$ cat src/rtl/sparse_tile_rank_lookup_defines.svh
// ----------------------------------------------------------------------------
// Sparse tile rank lookup assertion macros
// Shared assertion forms used by the top level.
// ----------------------------------------------------------------------------
`ifndef SPARSE_TILE_RANK_LOOKUP_DEFINES_SVH
`define SPARSE_TILE_RANK_LOOKUP_DEFINES_SVH

// Same-cycle implication, checked outside reset.
`define STL_ASSERT_NOW(lbl, ante, cons) \
  lbl: assert property (@(posedge clk) disable iff (!rst_n) (ante) |-> (cons)) \
    else $error("stl assertion failed");

// Next-cycle implication, checked outside reset.
`define STL_ASSERT_NEXT(lbl, ante, cons) \
  lbl: assert property (@(posedge clk) disable iff (!rst_n) (ante) |=> (cons)) \
    else $error("stl assertion failed");

`endif

$ cat src/rtl/stl_pkg.sv
// ----------------------------------------------------------------------------
// Sparse tile rank lookup package
// Shared constants, command codes, queue entry and sequencer state types.
// ----------------------------------------------------------------------------
package stl_pkg;

  localparam int MAX_COLS    = 256;
  localparam int MAX_ROWS    = 256;
  localparam int MAX_ENTRIES = 16384;

  localparam int PRES_DEPTH = (MAX_COLS * MAX_ROWS + 7) / 8;
  localparam int PRES_AW    = $clog2(PRES_DEPTH);
  localparam int ROW_AW     = $clog2(MAX_ROWS);
  localparam int COL_AW     = $clog2(MAX_COLS);
  localparam int ENT_AW     = $clog2(MAX_ENTRIES);
  localparam int POS_W      = PRES_AW + 3;
  localparam int COL_W      = COL_AW + 1;
  localparam int CNT_W      = 15;
  localparam int CFG_IDX_W  = 3;
  localparam int CFG_DATA_W = 31;

  localparam int QDEPTH = 2;
  localparam int QAW    = $clog2(QDEPTH);

  typedef enum logic [1:0] {
    CMD_LOAD_BITMAP = 2'd0,
    CMD_LOAD_PREFIX = 2'd1,
    CMD_LOAD_ENTRY  = 2'd2,
    CMD_LOOKUP      = 2'd3
  } cmd_t;

  typedef enum logic [CFG_IDX_W-1:0] {
    REG_ORIGIN_X      = 3'd0,
    REG_ORIGIN_Y      = 3'd1,
    REG_WIDTH_TILES   = 3'd2,
    REG_HEIGHT_TILES  = 3'd3,
    REG_PRESENT_COUNT = 3'd4
  } cfg_reg_t;

  typedef enum logic [2:0] {
    ST_IDLE,
    ST_SCAN,
    ST_CHECK,
    ST_EWAIT,
    ST_EDONE
  } back_state_t;

  typedef struct packed {
    cmd_t             cmd;
    logic [13:0]      load_addr;
    logic [14:0]      load_value;
    logic [31:0]      offset;
    logic [15:0]      length;
    logic [15:0]      flags;
    logic             in_win;
    logic [ROW_AW-1:0] ly;
    logic [POS_W-1:0] row_start;
    logic [POS_W-1:0] bit_pos;
  } q_entry_t;

  typedef struct packed {
    logic     valid;
    q_entry_t data;
  } q_head_t;

endpackage

$ cat src/rtl/stl_fifo.sv
// ----------------------------------------------------------------------------
// Sparse tile rank lookup request queue
// Short queue that decouples the front end from the back end.
// ----------------------------------------------------------------------------
module stl_fifo import stl_pkg::*; (
  input  logic         clk,
  input  logic         rst_n,
  input  logic         push,
  input  q_entry_t     wdata,
  input  logic         pop,
  output logic         full,
  output q_head_t      head,
  output logic [QAW:0] count
);

  q_entry_t         mem_r [QDEPTH];
  logic [QAW-1:0]   wp_r, wp_nxt;
  logic [QAW-1:0]   rp_r, rp_nxt;
  logic [QAW:0]     cnt_r, cnt_nxt;

  always_comb begin
    wp_nxt  = push ? wp_r + 1'b1 : wp_r;
    rp_nxt  = pop ? rp_r + 1'b1 : rp_r;
    cnt_nxt = cnt_r + (QAW+1)'(push) - (QAW+1)'(pop);
  end

  always_ff @(posedge clk) begin
    if (!rst_n) begin
      wp_r  <= '0;
      rp_r  <= '0;
      cnt_r <= '0;
    end else begin
      wp_r  <= wp_nxt;
      rp_r  <= rp_nxt;
      cnt_r <= cnt_nxt;
    end
  end

  always_ff @(posedge clk) begin
    if (push) begin
      mem_r[wp_r] <= wdata;
    end
  end

  assign full       = (cnt_r == (QAW+1)'(QDEPTH));
  assign head.valid = (cnt_r != '0);
  assign head.data  = mem_r[rp_r];
  assign count      = cnt_r;

endmodule

$ cat config.mk
export PLATFORM = sky130hd
export DESIGN_NAME = stl_fifo
export DESIGN_NICKNAME = d
export VERILOG_FILES = /design/src/rtl/sparse_tile_rank_lookup_defines.svh /design/src/rtl/stl_pkg.sv /design/src/rtl/stl_fifo.sv
export SDC_FILE = /design/constraint.sdc
export NUM_CORES = 1
export LEC_CHECK = 0
export BUFFER_PORTS_ARGS = -buffer_cell sky130_fd_sc_hd__buf_2
export CAP_MARGIN = 20
export CORE_ASPECT_RATIO = 0.9
export CORE_MARGIN = 10
export CORE_UTILIZATION = 52
export DETAILED_ROUTE_END_ITERATION = 8
export GPL_TIMING_DRIVEN = 1
export PLACE_DENSITY_LB_ADDON = 0.05
export SLEW_MARGIN = 0
export SYNTH_ARGS = -nofsm -noshare
export SYNTH_HDL_FRONTEND = slang
export SYNTH_SLANG_ARGS = --single-unit
$ cat constraint.sdc
create_clock -name clk -period 13.43 [get_ports clk]
set_input_delay 2.686 -clock clk [delete_from_list [all_inputs] [get_ports clk]]
set_output_delay 2.686 -clock clk [all_outputs]
set_load 0.005 [all_outputs]
Word level (Yosys, flattened, before mapping):

Memories as Yosys holds them, arrays and structs flattened. A register that Yosys moved wholly into a read port is not among the register bits.
Index checks and enable logic that the tools add are counted.

* register bits after elaboration: 4
* bits in writable memories: 272
* input port bits: 140
* output and inout port bits: 140
* logic and storage cells: 14
* memories kept: 1

Memories
* mem_r: words 2, bits a word 136, rd ports 1, clocked after memory_dff 1, write ports 1, RTL line stl_fifo.sv:16 `q_entry_t mem_r [QDEPTH];`

* add/subtract/negate cells: 4
* eq/ne operators: 1
* mux-type cells: 4
* reduce and logical (&&, ||, !) cells: 1

Operators by type and width (number)
* 2-to-1 mux 1 bit: 4
* adder 1 bit (second input constant): 2
* adder 2 x 1 -> 2 bit: 1
* equality test 2 bit (second input constant): 1
* nonzero test 2 bit: 1
* subtractor 2 x 1 -> 2 bit: 1

Longest topological paths before layout:

* depth in word-level cells: 3
* mapped depth: 6
* mapped depth without buffers: 6

Worst setup path before layout:

No wires, ideal clock.

* kind: input-to-reg
* from: in push
* to: mem mem_r[0][0] (netlist bit), enable pin
* library setup time: 649 ps
* data arrival time: 8607 ps
* data required time: 12781 ps
* path slack: 4174 ps
* stages: 1
* buffers on the path: 0
* path through: nor2b_1

* word-level cells in the longest chain between the ends: 2

Ends and longest elaborated chain
* start, declared: RTL line stl_fifo.sv:8 `input logic push,`
* 2-to-1 mux 1 bit: RTL line stl_fifo.sv:40 `if (push) begin`
* 2-to-1 mux 1 bit (not written as such): RTL line stl_fifo.sv:41 `mem_r[wp_r] <= wdata;`
* end, declared: RTL line stl_fifo.sv:16

No other way between the ends.

==> metrics.md <==
| Metric | Value |
|---|---|
| Buffer count from post-CTS setup fixing | `0` |
| Hpwl dp | `14.40 mm` |
| FF-to-FF End | `mem_r[1][41]$_DFFE_PP_` |
| Pin count of the biggest net entering global routing | `80` |
| Drt first-iter violations | `248` |
| Leading area contributor after synthesis | `edfxtp_1` |
| Critical Path AT | `2.95 ns` |
| Worst setup margin | `7.790 ns` |
| Tcrit/Tclk final | `42.00%` |
| Num CTS Buffers | `28` |
| F_max | `0.1773 GHz` |
| GR Overflow Total | `0` |
| Longest Clk Path Bufs | `3` |
| Critical Path RT | `10.74 ns` |
| Routability cong. | `0.7436` |
| Final wirelength | `20.82 mm` |
| Run status | `finished, final reports clean` |
| DR DRC count | `0` |
| Max stage delay on crit path | `0.93 ns` |
| Synth top area share | `80.16%` |
| Avg Inst Size Synth | `22.95 µm²` |
| RR Startpoint | `wp_r$_SDFFE_PN0P_` |
| PD cells | `152.8 mW/mm²` |
| Die area | `0.02560 mm²` |
| Post-Synthesis Cell Area | `0.01019 mm²` |
| CP max-delay cell | `dfxtp_4` |
| Most numerous cell in the Yosys netlist | `edfxtp_1` |
| Normalized max-slew margin | `38.10%` |
| Synth top cells by count | `272 x edfxtp_1, 96 x mux2_2, 40 x mux2_4, 9 x buf_2, 6 x buf_6` |
| Clock-pin slew on the worst setup and hold paths | `0.06 ns` |
| Port bufs | `279` |
| First-pass GRT wire length | `30.72 mm` |
| Max H-tree Level | `1` |
| Routed Antenna Nets | `0` |
| Die Span Y | `152.8 µm` |
| Worst path cell trace | `buf_4, buf_12, mux2_2, buf_2` |
| RSZ-0062 raised after global routing | `false` |
| Gate Count Post-Synth | `444` |
| Netlist cell types | `14` |
| Ys async rst share | `0%` |
| # rows | `48` |
| IO Count | `280` |
| Critical Path Start Type | `flop` |
| Post-synth EDFFs | `272` |
| Hold Path Class | `flop to flop` |
| Max cap viols | `0` |
| Via/cell ratio | `4.979` |
| Die width | `167.6 µm` |
| Worst reg2reg setup slack | `10.99 ns` |
| Dpl ws | `8.121 ns` |
| Clock Root Buffer | `clkbuf_16` |
| Worst skew pair latency | `0.52 ns` |
| Slew Viols, Final | `0` |
| CTS tree | `done` |
| Synth Warn # | `0` |
| Vias | `5064` |
| Layout cells sized above 1 | `61.07%` |
| Initial core utilization | `53.02%` |
| GRT Util Overall | `15.34%` |
| # nets final | `885` |
| Number of synthesized register bits | `277` |
| HP Start | `rp_r$_SDFFE_PN0P_` |
| Core box area | `0.01922 mm²` |
| Vias in the first global route | `5450` |
| Hold_ws | `0.5778 ns` |
| Leak Pwr | `4.904 nW` |
| Peak supply drop | `0.0001062 V` |
| WL per Instance | `20.48 µm` |
| CP endpoint kind | `output pin` |
| Clk_skew | `0.003818 ns` |
| Syn Nets | `586` |
| Initial antenna violation count | `5` |
| Tmin final | `5.640 ns` |
| WHS Path Cells | `2` |
| Post-synth top flop | `edfxtp_1` |
| Crit Path Class | `flop to output pin` |
| Pre-antenna DRT Iters | `4` |
| Post-CTS Resized | `0` |
| Crit Path Max Fanout | `58` |
| Post-route setup TNS | `0 ns` |
| Hold-fix buffers at CTS | `0` |
| Final core occ | `66.41%` |
| Sink Count | `277` |
| Layout overhead on the synthesized area | `25.25%` |
| Share of the yosys chip area belonging to registers | `81.14%` |
| Worst-margin pin slew | `0.9286 ns` |
| Final setup viols | `0` |
| Final hold vios | `0` |
| R2R depth | `2` |
| Synth top area cells | `edfxtp_1 80%, mux2_2 11%, mux2_4 5.9%` |
## cells in the final DEF, fill, tap and decap left out
cell,count
buf_2,279
edfxtp_1,272
mux2_2,96
mux2_4,40
clkbuf_16,29
clkinv_2,8
clkinv_1,5
diode_2,4
dfxtp_1,4
buf_4,4
and2_1,3
nor2b_1,3
bufinv_16,3
clkbuf_1,3
inv_1,2
ha_1,2
nor2b_4,1
or2_2,1
xor2_1,1
and2_4,1
o21a_1,1
xnor3_1,1
dfxtp_4,1
clkinvlp_4,1
clkinv_4,1
buf_12,1
## layer usage
metal | GRT usage, % | share of wire (%)
met1 | 16.61 | 37
met2 | 26.61 | 51
met3 | 6.472 | 9.0
met4 | 4.888 | 2.8
met5 | 0 | 0.18
## final cells by class
| class | count | area (µm²) |
|---|---|---|
| clock inverters | 18 | 165.2 |
| inverters | 2 | 7.507 |
| fillers | 1332 | 6456 |
| clock buffers | 32 | 737.0 |
| multi-input cells | 150 | 1812 |
| repair buffers | 284 | 1446 |
| well taps | 250 | 312.8 |
| flip-flops and latches | 277 | 8272 |
| diodes | 4 | 10.01 |
## how the worst max path moves through the flow
stage	start	to	slack (ns)	cells past startpoint
floorplan	push	mem_r[0][0]$_DFFE_PP_	4.17	1
global route	flop	head[130]	7.59	4
global placement	flop	head[23]	8.16	3
CTS	flop	head[23]	7.54	3
detailed placement	flop	head[23]	8.12	3
finish	flop	head[135]	7.79	4
## worst max-delay path, delay by kind of cell (launching register included)
| family | cells | cell delay, ns |
|---|---|---|
| buffers and inverters | 3 | 1.08 |
| flip-flops | 1 | 0.93 |
| multiplexers | 1 | 0.37 |
## stage by stage
| step | cell area [µm²] | power, W | cells |
|---|---|---|---|
| after global routing | 12750 | 0.002028 | 1014 |
| after global placement | 11830 | 0.001219 | 962 |
| final | 12760 | 0.001950 | 1017 |
| after floorplan | 10190 | 0.001138 | 444 |
| after CTS | 12730 | 0.001976 | 1012 |
| after detailed placement | 11830 | 0.001226 | 962 |
## sequential cells by signal (all words and copies together) (netlist names), named ones only
register,flops
mem_r,272
rp_r,1
wp_r,1
count,2
## cells by family after synthesis
| group | after synthesis | share of synthesized area [%] |
|---|---|---|
| xor gates and xnor gates | 2 | 0.3070 |
| buffers and inverters | 17 | 1.179 |
| DFF | 277 | 81.14 |
| and+or+nand+nor | 9 | 0.5525 |
| muxes | 136 | 16.50 |
| adders and majority gates | 2 | 0.2455 |
| AOI/OAI and AO/OA | 1 | 0.07370 |
## report_power, final
part,total (W),internal (W),switching [W]
Combinational,0.000183,0.000100,0.0000827
Clock,0.000747,0.000448,0.000299
Sequential,0.00102,0.00100,0.0000187
No activity file was read; power rests on OpenSTA's default activity.
