===== src/rtl/sparse_tile_rank_lookup_defines.svh =====
// ----------------------------------------------------------------------------
// Sparse tile rank lookup assertion macros
// Shared assertion forms used by the top level.
// ----------------------------------------------------------------------------
`ifndef SPARSE_TILE_RANK_LOOKUP_DEFINES_SVH
`define SPARSE_TILE_RANK_LOOKUP_DEFINES_SVH

// Same-cycle implication, checked outside reset.
`define STL_ASSERT_NOW(lbl, ante, cons) \
  lbl: assert property (@(posedge clk) disable iff (!rst_n) (ante) |-> (cons)) \
    else $error("stl assertion failed");

// Next-cycle implication, checked outside reset.
`define STL_ASSERT_NEXT(lbl, ante, cons) \
  lbl: assert property (@(posedge clk) disable iff (!rst_n) (ante) |=> (cons)) \
    else $error("stl assertion failed");

`endif


===== src/rtl/stl_pkg.sv =====
// ----------------------------------------------------------------------------
// Sparse tile rank lookup package
// Shared constants, command codes, queue entry and sequencer state types.
// ----------------------------------------------------------------------------
package stl_pkg;

  localparam int MAX_COLS    = 256;
  localparam int MAX_ROWS    = 256;
  localparam int MAX_ENTRIES = 16384;

  localparam int PRES_DEPTH = (MAX_COLS * MAX_ROWS + 7) / 8;
  localparam int PRES_AW    = $clog2(PRES_DEPTH);
  localparam int ROW_AW     = $clog2(MAX_ROWS);
  localparam int COL_AW     = $clog2(MAX_COLS);
  localparam int ENT_AW     = $clog2(MAX_ENTRIES);
  localparam int POS_W      = PRES_AW + 3;
  localparam int COL_W      = COL_AW + 1;
  localparam int CNT_W      = 15;
  localparam int CFG_IDX_W  = 3;
  localparam int CFG_DATA_W = 31;

  localparam int QDEPTH = 2;
  localparam int QAW    = $clog2(QDEPTH);

  typedef enum logic [1:0] {
    CMD_LOAD_BITMAP = 2'd0,
    CMD_LOAD_PREFIX = 2'd1,
    CMD_LOAD_ENTRY  = 2'd2,
    CMD_LOOKUP      = 2'd3
  } cmd_t;

  typedef enum logic [CFG_IDX_W-1:0] {
    REG_ORIGIN_X      = 3'd0,
    REG_ORIGIN_Y      = 3'd1,
    REG_WIDTH_TILES   = 3'd2,
    REG_HEIGHT_TILES  = 3'd3,
    REG_PRESENT_COUNT = 3'd4
  } cfg_reg_t;

  typedef enum logic [2:0] {
    ST_IDLE,
    ST_SCAN,
    ST_CHECK,
    ST_EWAIT,
    ST_EDONE
  } back_state_t;

  typedef struct packed {
    cmd_t             cmd;
    logic [13:0]      load_addr;
    logic [14:0]      load_value;
    logic [31:0]      offset;
    logic [15:0]      length;
    logic [15:0]      flags;
    logic             in_win;
    logic [ROW_AW-1:0] ly;
    logic [POS_W-1:0] row_start;
    logic [POS_W-1:0] bit_pos;
  } q_entry_t;

  typedef struct packed {
    logic     valid;
    q_entry_t data;
  } q_head_t;

endpackage


===== src/rtl/stl_ifs.sv =====
// ----------------------------------------------------------------------------
// Sparse tile rank lookup channel interfaces
// Request, result and configuration channels with valid/ready handshakes.
// ----------------------------------------------------------------------------
interface stl_in_if;
  logic        valid;
  logic        ready;
  logic [1:0]  cmd;
  logic [13:0] load_addr;
  logic [14:0] load_value;
  logic [31:0] entry_offset;
  logic [15:0] entry_length;
  logic [15:0] entry_flags;
  logic signed [31:0] tile_x;
  logic signed [31:0] tile_y;
  modport source (output valid, cmd, load_addr, load_value, entry_offset, entry_length,
                  entry_flags, tile_x, tile_y, input ready);
  modport sink (input valid, cmd, load_addr, load_value, entry_offset, entry_length,
                entry_flags, tile_x, tile_y, output ready);
endinterface



===== src/rtl/stl_front.sv =====
// ----------------------------------------------------------------------------
// Sparse tile rank lookup front end
// Accepts requests, checks the window and computes bit positions for lookups.
// ----------------------------------------------------------------------------
module stl_front import stl_pkg::*; (
  stl_in_if.sink           in_ch,
  input  logic [30:0]      origin_x,
  input  logic [30:0]      origin_y,
  input  logic [8:0]       width_tiles,
  input  logic [8:0]       height_tiles,
  input  logic             q_full,
  output logic             q_push,
  output q_entry_t         q_wdata
);

  logic [COL_W-1:0] nx;
  logic [COL_W-1:0] ny;
  logic [32:0]      dx;
  logic [32:0]      dy;
  logic             x_ok;
  logic             y_ok;
  logic [POS_W-1:0] row_start;

  always_comb begin
    nx = (width_tiles > 9'(MAX_COLS)) ? COL_W'(MAX_COLS) : COL_W'(width_tiles);
    ny = (height_tiles > 9'(MAX_ROWS)) ? COL_W'(MAX_ROWS) : COL_W'(height_tiles);
    dx = {in_ch.tile_x[31], in_ch.tile_x} - {2'b00, origin_x};
    dy = {in_ch.tile_y[31], in_ch.tile_y} - {2'b00, origin_y};
    x_ok = !dx[32] && (dx[31:0] < 32'(nx));
    y_ok = !dy[32] && (dy[31:0] < 32'(ny));
    row_start = POS_W'(dy[ROW_AW-1:0] * nx);
  end

  assign in_ch.ready = !q_full;
  assign q_push      = in_ch.valid && !q_full;

  always_comb begin
    q_wdata.cmd        = cmd_t'(in_ch.cmd);
    q_wdata.load_addr  = in_ch.load_addr;
    q_wdata.load_value = in_ch.load_value;
    q_wdata.offset     = in_ch.entry_offset;
    q_wdata.length     = in_ch.entry_length;
    q_wdata.flags      = in_ch.entry_flags;
    q_wdata.in_win     = x_ok && y_ok;
    q_wdata.ly         = dy[ROW_AW-1:0];
    q_wdata.row_start  = row_start;
    q_wdata.bit_pos    = row_start + POS_W'(dx[COL_AW-1:0]);
  end

endmodule


===== src/flat_wrapper.sv =====
// flat-port wrapper written by rule: the top's interface ports become plain ports
module stl_front_flat import stl_pkg::*;
  (origin_x, origin_y, width_tiles, height_tiles, q_full, q_push, q_wdata, in_ch_valid, in_ch_cmd, in_ch_load_addr, in_ch_load_value, in_ch_entry_offset, in_ch_entry_length, in_ch_entry_flags, in_ch_tile_x, in_ch_tile_y, in_ch_ready);
  stl_in_if in_ch_i ();
  input  logic [30:0] origin_x;
  input  logic [30:0] origin_y;
  input  logic [8:0] width_tiles;
  input  logic [8:0] height_tiles;
  input  logic q_full;
  output logic q_push;
  output q_entry_t q_wdata;
  input wire logic [$bits(in_ch_i.valid)-1:0] in_ch_valid;
  input wire logic [$bits(in_ch_i.cmd)-1:0] in_ch_cmd;
  input wire logic [$bits(in_ch_i.load_addr)-1:0] in_ch_load_addr;
  input wire logic [$bits(in_ch_i.load_value)-1:0] in_ch_load_value;
  input wire logic [$bits(in_ch_i.entry_offset)-1:0] in_ch_entry_offset;
  input wire logic [$bits(in_ch_i.entry_length)-1:0] in_ch_entry_length;
  input wire logic [$bits(in_ch_i.entry_flags)-1:0] in_ch_entry_flags;
  input wire logic [$bits(in_ch_i.tile_x)-1:0] in_ch_tile_x;
  input wire logic [$bits(in_ch_i.tile_y)-1:0] in_ch_tile_y;
  output wire logic [$bits(in_ch_i.ready)-1:0] in_ch_ready;
  assign in_ch_i.valid = in_ch_valid;
  assign in_ch_i.cmd = in_ch_cmd;
  assign in_ch_i.load_addr = in_ch_load_addr;
  assign in_ch_i.load_value = in_ch_load_value;
  assign in_ch_i.entry_offset = in_ch_entry_offset;
  assign in_ch_i.entry_length = in_ch_entry_length;
  assign in_ch_i.entry_flags = in_ch_entry_flags;
  assign in_ch_i.tile_x = in_ch_tile_x;
  assign in_ch_i.tile_y = in_ch_tile_y;
  assign in_ch_ready = in_ch_i.ready;
  stl_front u_core (.in_ch(in_ch_i), .origin_x(origin_x), .origin_y(origin_y), .width_tiles(width_tiles), .height_tiles(height_tiles), .q_full(q_full), .q_push(q_push), .q_wdata(q_wdata));
endmodule

===== config.mk =====
export PLATFORM = sky130hd
export DESIGN_NAME = stl_front_flat
export DESIGN_NICKNAME = d
export VERILOG_FILES = /design/src/rtl/sparse_tile_rank_lookup_defines.svh /design/src/rtl/stl_pkg.sv /design/src/rtl/stl_ifs.sv /design/src/rtl/stl_front.sv /design/src/flat_wrapper.sv
export SDC_FILE = /design/constraint.sdc
export NUM_CORES = 1
export LEC_CHECK = 0
export BUFFER_PORTS_ARGS = -buffer_cell sky130_fd_sc_hd__buf_4
export CORE_ASPECT_RATIO = 0.6
export CORE_MARGIN = 4
export CORE_UTILIZATION = 45
export DETAILED_ROUTE_END_ITERATION = 10
export MAX_ROUTING_LAYER = met4
export PLACE_DENSITY = 0.83
export SLEW_MARGIN = 20
export SYNTH_ARGS = -nofsm -noshare
export SYNTH_HDL_FRONTEND = slang
export SYNTH_SLANG_ARGS = --single-unit
export TNS_END_PERCENT = 5

===== constraint.sdc =====
create_clock -name vclk -period 20.9
set_input_delay 3.135 -clock vclk [all_inputs]
set_output_delay 3.135 -clock vclk [all_outputs]
set_load 0.005 [all_outputs]

Word-level counts from Yosys, hierarchy flattened
Index checks and enable logic that the tools add are counted.
W data, S select, Z words.
Storage, ports and cells
  register bits after elaboration: 0
  latch bits: 0
  RAM bits: 0
  ROM bits: 0
  input bits: 241
  output and inout port bits: 138
  word-level logic and storage cells: 17
  memories kept: 0
Cells by class
  add/sub/neg operators: 3
  multipliers: 1
  div/mod/pow operators: 0
  $lt $le $gt $ge: 4
  equal/unequal tests: 0
  shift operators: 0
  muxes and demuxes: 2
  bitwise operators: 0
  reductions and logical operators: 7
Operator list (count)
  $sub A32 B32 Y33: 2
  $lt A32 B9 Y1: 2
  $gt A9 B9 Y1 const B: 2
  $mux W9: 2
  $add A16 B8 Y16: 1
  $mul A8 B9 Y16: 1
  $logic_and A1 B1 Y1: 4
  $logic_not A1 Y1: 3

Logic depth before layout (Yosys ltp)
  word-level depth: 5
  depth in mapped cells: 27
  gate-level depth less buffers: 27

Worst setup path after synthesis
Ideal clock, no wire load.
  path type: input -> output
  start: input port in_ch_tile_y[0]
  end: output port q_wdata[15] (netlist bit)
  data arrival time: 9.311 ns
  required time: 17.765 ns
  path slack: 8.454 ns
  stages: 26
  buffers on the path: 0
  path through: inv_1 > ha_1 > inv_1 > fa_1 > a211oi_1 > o21bai_1 > a21oi_1 > xor2_1 > inv_1 > nand2_1 > fa_1 > fa_1 > inv_1 > fa_1 > inv_1 > fa_1 > inv_1 > ha_1 > o21a_1 > a2111oi_0 > nor3_1 > a211o_1 > o31a_1 > xnor2_1 > nor4_1 > xor2_1
RTL lines
  start, declared: RTL line flat_wrapper.sv:20  | input wire logic [$bits(in_ch_i.tile_y)-1:0] in_ch_tile_y;
  end, declared: RTL line flat_wrapper.sv:11  | output q_entry_t q_wdata;

==> summary.md <==
| Metric | Value |
|---|---|
| Outcome | `finished, final reports clean` |
| Chip width | `180.1 um` |
| Largest net degree at the start of global routing | `13` |
| Seq_cells | `0` |
| Routed length on met1 | `13.03 mm` |
| Die area | `20040 sq um` |
| Pre-Repair DR Iteration Count | `6` |
| Metal3 WL | `4.184 mm` |
| Data arrival, critical path | `10.40 ns` |
| First-pass GRT wire length | `41.93 mm` |
| # diodes | `0` |
| Rel. slew slack | `23.63%` |
| Number of port buffers | `189` |
| Setup TNS after final layout | `0 ns` |
| Final setup fails | `0` |
| Placer Congestion | `1.009` |
| Fin cells | `1456` |
| GRT overflow | `0` |
| Die H | `111.3 um` |
| Pins over their slew limit | `0` |
| DR vias/cell | `5.773` |
| Critical path peak fanout | `7` |
| HPWL after DPL | `23.93 mm` |
| CP max-delay cell | `a2111oi_0` |
| CTS hold repair buffers | `0` |
| Cell mode on critical path | `inv_1` |
| Maxcap violations | `0` |
| Share of layout cells above drive strength 1 | `17.27%` |
| Area share of the largest cell type after synthesis | `19.08%` |
| Met2 wire length | `9.348 mm` |
| Startpoint Class | `input pin` |
| Synth unique cells | `76` |
| End of the critical path | `q_wdata[15]` |
| DRC violations left | `0` |
| Critical path startpoint | `in_ch_tile_y[0]` |
| WL final | `26.83 mm` |
| Hold crit path type | `in2out` |
| Max VDD drop | `78.00 uV` |
| Post-route ant nets | `0` |
| Antenna violations before repair | `0` |
| Post-CTS setup-driven buffer insertion count | `0` |
| P&R area growth vs syn | `11.29%` |
| Initial drt markers | `693` |
| Worst slew pin tran | `1.131 ns` |
| Synth warn | `0` |
| Via count | `8405` |
| Mean Syn Cell Area | `6.944 sq um` |
| Post-DR wirelength/cell | `18.43 um` |
| Max incr delay on CP | `0.64 ns` |
| Tot GR Track Use | `26.04%` |
| Final Util | `51.55%` |
| Syn Inst Count | `1152` |
| Nets | `1631` |
| Lkg Pwr | `4.520 nW` |
| Achievable Freq | `0.07388 GHz` |
| Placed cells | `1456` |
| Starting Density | `46.32%` |
| Crit path kind | `in2out` |
| Pwr Density | `70.46 nW/um^2` |
| Largest area contributor in the netlist | `ha_1` |
| FF/Latch Area | `0 sq um` |
| Fin. Hold Viols | `0` |
| Area of the core | `17270 sq um` |
| Clock buffers | `0` |
| Syn nets | `1559` |
| I/O pins | `379` |
| RSZ-0062 raised after global routing | `no` |
| Final Cycle Share | `64.76%` |
| Max Used Layer | `met4` |
| CTS resizes | `0` |
| Vias in the first global route | `7803` |
| Synth top area cells | `ha_1 19%, fa_1 11%, buf_4 8.9%` |
| Mapped Area | `7999 sq um` |
| Placement row count | `37` |
| Crit end category | `primary output` |
| Min Clock Period, post-route | `13.54 ns` |
| Seq/Total Area, Yosys | `0%` |
| CP Data Required Time | `17.77 ns` |
cell families (layout without fill, tap and decap cells):
logic type | Yosys count | in the layout | share of synthesized area, %
AO/OA/AOI/OAI | 270 | 270 | 22.45
XOR/XNOR | 58 | 58 | 6.351
buffers and inverters | 294 | 364 | 18.32
AND/OR/NAND/NOR | 352 | 352 | 21.20
adder cells (fa/ha/maj) | 166 | 166 | 30.10
multiplexers | 12 | 12 | 1.595
cells in the final DEF (no fill, tap or decap), types with 5 or more instances in the layout:
master | Yosys | routed
nand4_1 | 21 | 21
a211oi_1 | 7 | 7
and2_1 | 7 | 7
o211ai_1 | 8 | 8
inv_1 | 173 | 173
o21bai_1 | 10 | 10
ha_1 | 122 | 122
or3_1 | 9 | 9
and3_1 | 6 | 6
nand2_1 | 91 | 91
nor2b_1 | 16 | 16
nor2_1 | 115 | 115
xor2_1 | 25 | 25
a21oi_1 | 75 | 75
fa_1 | 44 | 44
o21a_1 | 17 | 17
o31ai_1 | 7 | 7
nor3_1 | 28 | 28
xnor2_1 | 33 | 33
buf_4 | 95 | 189
nand3_1 | 14 | 14
mux2i_1 | 9 | 9
o31a_1 | 6 | 6
or2_2 | 5 | 5
nor4_1 | 9 | 9
o2111ai_1 | 6 | 6
nand3b_1 | 5 | 5
a21o_1 | 13 | 13
o21ai_0 | 57 | 57
a31oi_1 | 7 | 7
nand2b_1 | 10 | 10
a211o_1 | 5 | 5
worst max-delay path, delay by kind of cell:
family	cells	cell delay, ns
buf+inv	8	0.75
fa+ha+maj	7	2.98
xor+xnor	3	0.86
simple gates	3	0.65
compound gates	7	2.02
power breakdown:
group / internal [W] / switching, W / leakage [nW] / total [W]
clock network: 0 / 0 / 0 / 0
registers: 0 / 0 / 0 / 0
logic: 0.000289 / 0.000338 / 4.52 / 0.000627
total: 0.000289 / 0.000338 / 4.52 / 0.000627
cells in the mapped netlist, types with 5 or more instances:
cell type  number
a211o_1         5
a211oi_1        7
a21o_1         13
a21oi_1        75
a31oi_1         7
and2_1          7
and3_1          6
buf_4          95
clkbuf_1       20
fa_1           44
ha_1          122
inv_1         173
mux2i_1         9
nand2_1        91
nand2b_1       10
nand3_1        14
nand3b_1        5
nand4_1        21
nor2_1        115
nor2b_1        16
nor3_1         28
nor4_1          9
o2111ai_1       6
o211ai_1        8
o21a_1         17
o21ai_0        57
o21bai_1       10
o31a_1          6
o31ai_1         7
or2_2           5
or3_1           9
xnor2_1        33
xor2_1         25
per-layer routing:
| layer | up-vias | global-route usage, % |
|---|---|---|
| li1 | 4007 | - |
| met1 | 3802 | 41.15 |
| met2 | 574 | 31.20 |
| met3 | 22 | 9.836 |
| met4 | 0 | 2.316 |
| met5 | - | - |
area by class of cell:
| cell class | count | area [sq um] |
|---|---|---|
| fillers | 1743 | 8366 |
| multi-input cells | 858 | 6534 |
| repair buffers | 189 | 1419 |
| inverters | 175 | 656.9 |
| well taps | 234 | 292.8 |
worst min path at each step:
stage                          from      endpoint  slack [ns]  depth (start not counted)
2_1_floorplan                q_full   in_ch_ready        6.30                          1
3_3_place_gp    in_ch_load_value[1]  q_wdata[106]        6.27                          0
3_5_place_dp    in_ch_load_value[1]  q_wdata[106]        6.27                          0
4_1_cts         in_ch_load_value[1]  q_wdata[106]        6.27                          0
5_1_grt        in_ch_load_value[10]  q_wdata[115]        6.27                          0
6_report        in_ch_load_value[8]  q_wdata[113]        6.27                          0
through the flow:
stage	instance area (sq um)	power (W)	worst slack, ns	hold WS (ns)
after CTS	8902	0.0006230	7.391	6.270
after detailed placement	8902	0.0006188	7.410	6.270
after global placement	8902	0.0006105	7.746	6.270
after global routing	8902	0.0006955	6.960	6.270
after floorplan	7999	0.0003928	8.454	6.297
final	8902	0.0006273	7.365	6.270
Power figures use the tool's default switching activity.
